<file path="src/sv/svc_pkg.sv">
// Shared types, character codes and helper functions for the semantic version checker.
// This package has no dependencies. The step logic and the top level both use it.
package svc_pkg;

  localparam logic [7:0] CHAR_PLUS  = 8'h2B;
  localparam logic [7:0] CHAR_MINUS = 8'h2D;
  localparam logic [7:0] CHAR_DOT   = 8'h2E;
  localparam logic [7:0] CHAR_ZERO  = 8'h30;
  localparam logic [7:0] CHAR_NINE  = 8'h39;
  localparam logic [7:0] CHAR_UC_A  = 8'h41;
  localparam logic [7:0] CHAR_UC_Z  = 8'h5A;
  localparam logic [7:0] CHAR_LC_A  = 8'h61;
  localparam logic [7:0] CHAR_LC_Z  = 8'h7A;

  localparam logic [2:0] CORE_PARTS = 3'd3;
  localparam logic [2:0] CORE_SAT   = 3'd7;
  localparam logic [7:0] MAX_LENGTH_RESET = 8'd64;

  typedef enum logic [2:0] {
    SEC_CORE  = 3'b001,
    SEC_PRE   = 3'b010,
    SEC_BUILD = 3'b100
  } svc_section_t;

  typedef struct packed {
    svc_section_t section;
    logic [2:0]   core_count;
    logic         ident_nonempty;
    logic         ident_all_digits;
    logic         ident_lead_zero;
    logic         ident_multi;
    logic         failed;
  } svc_state_t;

  localparam svc_state_t STATE_RESET = '{
    section:          SEC_CORE,
    core_count:       3'd0,
    ident_nonempty:   1'b0,
    ident_all_digits: 1'b1,
    ident_lead_zero:  1'b0,
    ident_multi:      1'b0,
    failed:           1'b0
  };

  typedef struct packed {
    logic [7:0] char_code;
    logic       last_char;
  } svc_in_t;

  typedef struct packed {
    logic version_ok;
    logic too_long;
  } svc_out_t;

  function automatic logic is_digit(input logic [7:0] c);
    return (c >= CHAR_ZERO) && (c <= CHAR_NINE);
  endfunction

  function automatic logic is_ident_char(input logic [7:0] c);
    return is_digit(c) || ((c >= CHAR_UC_A) && (c <= CHAR_UC_Z)) ||
           ((c >= CHAR_LC_A) && (c <= CHAR_LC_Z)) || (c == CHAR_MINUS);
  endfunction

  function automatic logic ident_ok(input svc_state_t s, input logic check_zero);
    return s.ident_nonempty &&
           !(check_zero && s.ident_all_digits && s.ident_lead_zero && s.ident_multi);
  endfunction

endpackage

</file>
<file path="src/sv/svc_step.sv">
// Per-character rule logic for the semantic version checker: next parse state and verdict.
// Depends on svc_pkg for the state type, character codes and identifier helpers.
module svc_step (
  input  svc_pkg::svc_state_t state,
  input  logic [7:0]          char_code,
  output svc_pkg::svc_state_t state_next,
  output logic                rules_ok
);

  svc_pkg::svc_state_t s;
  logic                fin;

  always_comb begin
    s = state;
    if (!state.failed) begin
      unique case (state.section)
        svc_pkg::SEC_CORE: begin
          if (svc_pkg::is_digit(char_code)) begin
            if (!s.ident_nonempty) s.ident_lead_zero = (char_code == svc_pkg::CHAR_ZERO);
            else s.ident_multi = 1'b1;
            s.ident_nonempty = 1'b1;
          end else if (char_code == svc_pkg::CHAR_DOT) begin
            if (!svc_pkg::ident_ok(s, 1'b1)) s.failed = 1'b1;
            s.ident_nonempty   = 1'b0;
            s.ident_all_digits = 1'b1;
            s.ident_lead_zero  = 1'b0;
            s.ident_multi      = 1'b0;
            if (s.core_count < svc_pkg::CORE_SAT) s.core_count = s.core_count + 3'd1;
          end else if (char_code == svc_pkg::CHAR_MINUS || char_code == svc_pkg::CHAR_PLUS) begin
            if (!svc_pkg::ident_ok(s, 1'b1) ||
                (s.core_count != svc_pkg::CORE_PARTS - 3'd1)) s.failed = 1'b1;
            s.ident_nonempty   = 1'b0;
            s.ident_all_digits = 1'b1;
            s.ident_lead_zero  = 1'b0;
            s.ident_multi      = 1'b0;
            s.section = (char_code == svc_pkg::CHAR_MINUS) ? svc_pkg::SEC_PRE
                                                           : svc_pkg::SEC_BUILD;
          end else begin
            s.failed = 1'b1;
          end
        end
        svc_pkg::SEC_PRE, svc_pkg::SEC_BUILD: begin
          if (char_code == svc_pkg::CHAR_DOT ||
              (char_code == svc_pkg::CHAR_PLUS && state.section == svc_pkg::SEC_PRE)) begin
            if (!svc_pkg::ident_ok(s, state.section == svc_pkg::SEC_PRE)) s.failed = 1'b1;
            s.ident_nonempty   = 1'b0;
            s.ident_all_digits = 1'b1;
            s.ident_lead_zero  = 1'b0;
            s.ident_multi      = 1'b0;
            if (char_code == svc_pkg::CHAR_PLUS) s.section = svc_pkg::SEC_BUILD;
          end else if (svc_pkg::is_ident_char(char_code)) begin
            if (!s.ident_nonempty) s.ident_lead_zero = (char_code == svc_pkg::CHAR_ZERO);
            else s.ident_multi = 1'b1;
            s.ident_nonempty = 1'b1;
            if (!svc_pkg::is_digit(char_code)) s.ident_all_digits = 1'b0;
          end else begin
            s.failed = 1'b1;
          end
        end
        default: s.failed = 1'b1;
      endcase
    end
  end

  always_comb begin
    unique case (s.section)
      svc_pkg::SEC_CORE:  fin = svc_pkg::ident_ok(s, 1'b1) &&
                                (s.core_count == svc_pkg::CORE_PARTS - 3'd1);
      svc_pkg::SEC_PRE:   fin = svc_pkg::ident_ok(s, 1'b1);
      svc_pkg::SEC_BUILD: fin = svc_pkg::ident_ok(s, 1'b0);
      default:            fin = 1'b0;
    endcase
  end

  assign state_next = s;
  assign rules_ok   = !s.failed && fin;

endmodule

</file>
<file path="config.mk">
export PLATFORM = sky130hd
export DESIGN_NAME = svc_step
export DESIGN_NICKNAME = d
export VERILOG_FILES = /design/src/sv/svc_pkg.sv /design/src/sv/svc_step.sv
export SDC_FILE = /design/constraint.sdc
export NUM_CORES = 1
export LEC_CHECK = 0
export BUFFER_PORTS_ARGS = -buffer_cell sky130_fd_sc_hd__buf_2
export CORE_UTILIZATION = 28
export DETAILED_ROUTE_END_ITERATION = 12
export PLACE_DENSITY = 0.53
export SYNTH_ARGS = -nofsm -noshare
export SYNTH_HDL_FRONTEND = slang
export SYNTH_SLANG_ARGS = --single-unit
export TNS_END_PERCENT = 1
</file>
<file path="constraint.sdc">
create_clock -name vclk -period 5.6
set_input_delay 1.12 -clock vclk [all_inputs]
set_output_delay 1.12 -clock vclk [all_outputs]
set_load 0.03 [all_outputs]
</file>
# ---- Yosys cells after proc, flatten, opt, wreduce, memory -nomap -nowiden
# Cells that the tools add are included.
dict set report word_totals {
  out_inout_bits 12
  inputBits 19
  word_cells 78
  regBits 0
}
dict set report classes {
  n_mux 30
  n_lt_le_gt_ge 7
  n_addsub 1
  n_reduce_logical 28
  eq_ne 12
}
# operator count
set op_table {}
lappend op_table {{equality test 8 x 6 -> 1 bit (second input constant)} 4}
lappend op_table {{2-to-1 mux 3 bit} 8}
lappend op_table {{greater-or-equal comparator 8 x 7 -> 1 bit (second input constant)} 2}
lappend op_table {{less-or-equal comparator 8 x 7 -> 1 bit (second input constant)} 2}
lappend op_table {{logical AND 1 bit} 16}
lappend op_table {{2-to-1 mux 1 bit} 11}
lappend op_table {{2-to-1 mux 11 bit} 1}
lappend op_table {{2-to-1 mux 5 bit} 2}
lappend op_table {{equality test 3 x 2 -> 1 bit (second input constant)} 3}
lappend op_table {{greater-or-equal comparator 8 x 6 -> 1 bit (second input constant)} 1}
lappend op_table {{less-or-equal comparator 8 x 6 -> 1 bit (second input constant)} 1}
lappend op_table {{2-to-1 mux 4 bit} 2}
lappend op_table {{case mux 4 bit (2 select lines)} 1}
lappend op_table {{equality test 3 x 1 -> 1 bit (second input constant)} 2}
lappend op_table {{equality test 3 bit (second input constant)} 2}
lappend op_table {{logical OR 1 bit} 6}
lappend op_table {{2-to-1 mux 6 bit} 1}
lappend op_table {{case mux 3 bit (2 select lines)} 1}
lappend op_table {{zero test 1 bit} 5}
lappend op_table {{adder 3 x 1 -> 3 bit (second input constant)} 1}
lappend op_table {{< comparator 3 bit (second input constant)} 1}
lappend op_table {{!= test 3 x 2 -> 1 bit (second input constant)} 1}
lappend op_table {{case mux 1 bit (3 select lines)} 1}
lappend op_table {{2-to-1 mux 2 bit} 1}
lappend op_table {{other kinds (2)} 2}

# ---- Depth between registers and ports, before layout
dict set report depth {
  ltp_word 19
  depth_mapped 7
  ltp_nobuf 7
}

# ---- Least setup slack after synthesis
# No wires, ideal clock.
dict set report synth_timing {
  kind {in2out}
  from {input port state[9] in the netlist's numbering}
  to {output port rules_ok}
  n_path_buf 1
  setup_slack_ns 1.066
  arrival_ns 3.414
  path_stages 7
  required_ns 4.480
  cell_sequence {buf_6 nor4b_4 a21bo_1 o21ai_1 mux2_2 o31a_1 a311oi_2}
}
# item line
set synth_rtl {}
lappend synth_rtl {{from (decl)} svc_step.sv:4} ;# input svc_pkg::svc_state_t state,
lappend synth_rtl {{to (decl)} svc_step.sv:7} ;# output logic rules_ok

# ---- Worst setup path after layout
dict set report layout_timing {
  from {input port char_code[7]}
  to {output port rules_ok}
}
dict set report layout_via {
  elab_chain_cells 16
  elab_cells_between_ends 55
  cone_classes {order compare (6); eq/ne (8); mux (25); reduce/logical (16)}
}
# item line
set layout_rtl {}
lappend layout_rtl {{from (decl)} svc_step.sv:5} ;# input logic [7:0] char_code,
lappend layout_rtl {{greater-or-equal comparator 8 x 6 -> 1 bit, or another cell as far along} svc_pkg.sv:56} ;# return (c >= CHAR_ZERO) && (c <= CHAR_NINE);
lappend layout_rtl {{logical AND 1 bit, on equally long branches} {svc_pkg.sv:56, svc_pkg.sv:60}}
lappend layout_rtl {{logical OR 1 bit (2 in a row)} svc_pkg.sv:60} ;# return is_digit(c) || ((c >= CHAR_UC_A) && (c <= CHAR_UC_Z)) ||
lappend layout_rtl {{logical OR 1 bit} svc_pkg.sv:61} ;# ((c >= CHAR_LC_A) && (c <= CHAR_LC_Z)) || (c == CHAR_MINUS);
lappend layout_rtl {{2-to-1 mux 4 bit} svc_step.sv:51} ;# end else if (svc_pkg::is_ident_char(char_code)) begin
lappend layout_rtl {{2-to-1 mux 5 bit} svc_step.sv:43} ;# if (char_code == svc_pkg::CHAR_DOT ||
lappend layout_rtl {{case mux 4 bit (2 select lines)} svc_step.sv:16} ;# unique case (state.section)
lappend layout_rtl {{2-to-1 mux 11 bit (*)} svc_step.sv:15} ;# if (!state.failed) begin
lappend layout_rtl {{logical AND 1 bit (2 in a row)} svc_pkg.sv:66} ;# !(check_zero && s.ident_all_digits && s.ident_lead_zero && s.ident_multi);
lappend layout_rtl {{zero test 1 bit} svc_pkg.sv:66}
lappend layout_rtl {{logical AND 1 bit} svc_pkg.sv:65} ;# return s.ident_nonempty &&
lappend layout_rtl {{logical AND 1 bit} svc_step.sv:67} ;# svc_pkg::SEC_CORE: fin = svc_pkg::ident_ok(s, 1'b1) &&
lappend layout_rtl {{case mux 1 bit (3 select lines)} svc_step.sv:66} ;# unique case (s.section)
lappend layout_rtl {{logical AND 1 bit (*)} svc_step.sv:76} ;# assign rules_ok = !s.failed && fin;
# Every way passes the cells marked *; elsewhere a longest branch is shown, timed or not.

==> results.py <==
metrics = {
    "critical_path": {
        "cp_num_buf_inv": 2,
        "cpMostUsedCell": "buf_2",
        "worstPathRequired_ps": 4480,
        "end_kind": "primary output",
        "crit_type": "in -> out",
        "path_cells": "buf_2, or3b_4, o41ai_4, a21bo_1, mux2_2, o31a_1, a311oi_2, buf_2",
        "critical-path-top-delay-family": "compound AO/OA/AOI/OAI gates",
        "cp_slowest_cell": "o41ai_4",
        "crit_arrival_ps": 3210,
        "cp_slowest_stage_delay_ps": 440,
        "cp-start-kind": "primary input",
        "cp_max_fo": 4,
    },
    "finish": {
        "diodes": 0,
        "seqCellArea_um2": 0,
        "n_sequential_cell": 0,
        "clock_buffers": 0,
        "drive_above_1_share_pct": 33.6,
        "fin_nets": 157,
        "multi_input_area_um2": 724,
        "fillCellCount": 302,
        "syn_to_final_growth_pct": 19.1,
        "finalNonFillerCells": 164,
        "final_cell_area_um2": 943,
    },
    "power": {
        "power-per-cell-area_nw_per_um2": 75.6,
        "power_leakage_nw": 0.410,
        "intPower_mw": 0.0262,
        "combPwrFrac_pct": 100.0,
        "power_switching_mw": 0.0450,
        "seqPwrFrac_pct": 0,
        "vdd_ir_drop_max_mv": 0.0353,
        "total_power_mw": 0.0713,
        "switching_share_pct": 63.2,
        "power.share.clock_pct": 0,
    },
    "routing": {
        "dr_total_vias": 954,
        "wl_mm": 2.25,
        "antenna_left": 0,
        "drt-initial-drc-count": 22,
        "vias_per_cell": 5.82,
        "wl_per_cell_um": 13.7,
        "drc": 0,
        "drtPass1Iterations": 5,
    },
    "timing": {
        "min_period_over_period_pct": 77.3,
        "maxSlewHeadroom_pct": 61.3,
        "fmax_ghz": 0.231,
        "fin_setup_tns_ps": 0,
        "rsz0062_at_grt": "false",
        "worst_slew_pin_slew_ps": 574,
        "hold_violations": 0,
        "slew_violations": 0,
        "setup_viol": 0,
        "timing.hold.ws_ps": 2670,
        "min_period_ps": 4330,
    },
    "global_routing": {
        "antenna_found_initial": 0,
        "grt_max_degree": 13,
        "first_global_vias": 793,
        "overflow": 0,
        "grt_pass1_wl_mm": 3.46,
        "grt_usage_pct": 14.9,
    },
    "run": {
        "cap_violations": 0,
    },
    "synth": {
        "ys_seq_area_share_pct": 0,
        "synth_nets": 128,
        "yosysUniqueCellTypes": 52,
        "netlist_instances": 107,
        "syn_area_um2": 792,
        "yosysWarnings": 0,
        "synth_area_per_cell_um2": 7.40,
    },
    "min_path": {
        "hp-class": "in -> out",
    },
    "status": {
        "status": "finished clean",
    },
    "clock_network": {
        "cts_resized": 0,
        "post_cts_buffers": 0,
        "ctsHoldBuffers": 0,
    },
    "placement": {
        "dp_cells": 164,
        "post_dp_cell_area_um2": 943,
        "dpl.hpwl_mm": 1.87,
        "place_congestion": 0.839,
        "portBuffers": 31,
    },
    "floorplanning": {
        "fp.dieArea_um2": 3050,
        "core_um2": 2570,
        "fp-row-count": 18,
        "num_io_pins": 31,
        "start_util_pct": 30.8,
        "die_h_um": 55.2,
        "die_x_um": 55.2,
    },
}
==> tightest hold or removal path, delay by kind of cell <==
family	cells	cell delay, ps
AOI/OAI and AO/OA	1	140
buffers and inverters	2	290
==> cells in the mapped netlist, types with 2 or more instances <==
cell | n | area share (%)
nor3_1 | 2 | 1.3
a21oi_1 | 5 | 3.2
o21a_1 | 2 | 1.9
nor2_1 | 6 | 2.8
nand2_1 | 10 | 4.7
and2b_2 | 2 | 2.2
xor2_1 | 2 | 2.2
or3_1 | 2 | 1.6
a41oi_1 | 3 | 3.3
o21ai_0 | 4 | 2.5
nand3_1 | 8 | 5.1
o31a_1 | 2 | 2.2
nand2b_1 | 3 | 2.4
a31oi_1 | 3 | 2.4
and3b_1 | 2 | 2.2
a21bo_1 | 2 | 2.5
nand4_1 | 2 | 1.6
ha_1 | 2 | 3.2
inv_1 | 7 | 3.3
a21boi_0 | 2 | 1.9
nor3b_1 | 2 | 1.9
o21ai_1 | 2 | 1.3
buf_6 | 3 | 4.3
==> cell families after synthesis <==
family | Yosys count | synth area share [%]
fa+ha+maj | 2 | 3.16
buf+inv | 11 | 8.53
xor+xnor | 3 | 3.32
compound gates | 37 | 38.7
simple gates | 53 | 44.9
mux | 1 | 1.42
==> cells in the final DEF, fill, tap and decap left out, drive strengths merged, types with 3 or more instances in the layout <==
master	count
a31oi	3
nor3b	3
nor2	6
inv	7
nand2b	3
buf	31
or3	3
a21oi	6
a41oi	3
nand2	10
o21ai	6
nand3	8
==> cell type report <==
cell class,instances,area share (%)
multi-input combinational,96,76.8
timing repair buffer,31,16.4
inverter,7,2.79
tap,30,3.98
==> routing by layer <==
metal  track usage (%)  up-vias  routed length (um)  share of wire [%]
li1                  -      473                   -                  -
met1              21.8      443                1130                 50
met2              25.7       36                 988                 44
met3                 0        2                 124                5.5
met4                 0        0                  10               0.44
met5                 0        -                   0                  0
==> power by group through the flow <==
stage	Combinational, mW	Clock [mW]	Sequential [mW]
after floorplan	0.0490	0	0
after global placement	0.0705	0	0
after detailed placement	0.0710	0	0
after CTS	0.0713	0	0
after global routing	0.0777	0	0
final	0.0713	0	0
==> path summary, 6_finish.rpt <==
kind | start | to | slack [ps] | depth (start not counted)
min | state[1] | state_next[1] | 2670 | 3
max | char_code[7] | rules_ok | 1270 | 8
==> metrics by stage <==
step / worst slack, ps / util [%]
2_1_floorplan: 1070 / -
3_3_place_gp: 1300 / 36.7
3_5_place_dp: 1290 / 36.7
4_1_cts: 1260 / 36.7
5_1_grt: 1150 / 36.7
6_report: 1270 / 36.7
Power figures use the tool's default switching activity.
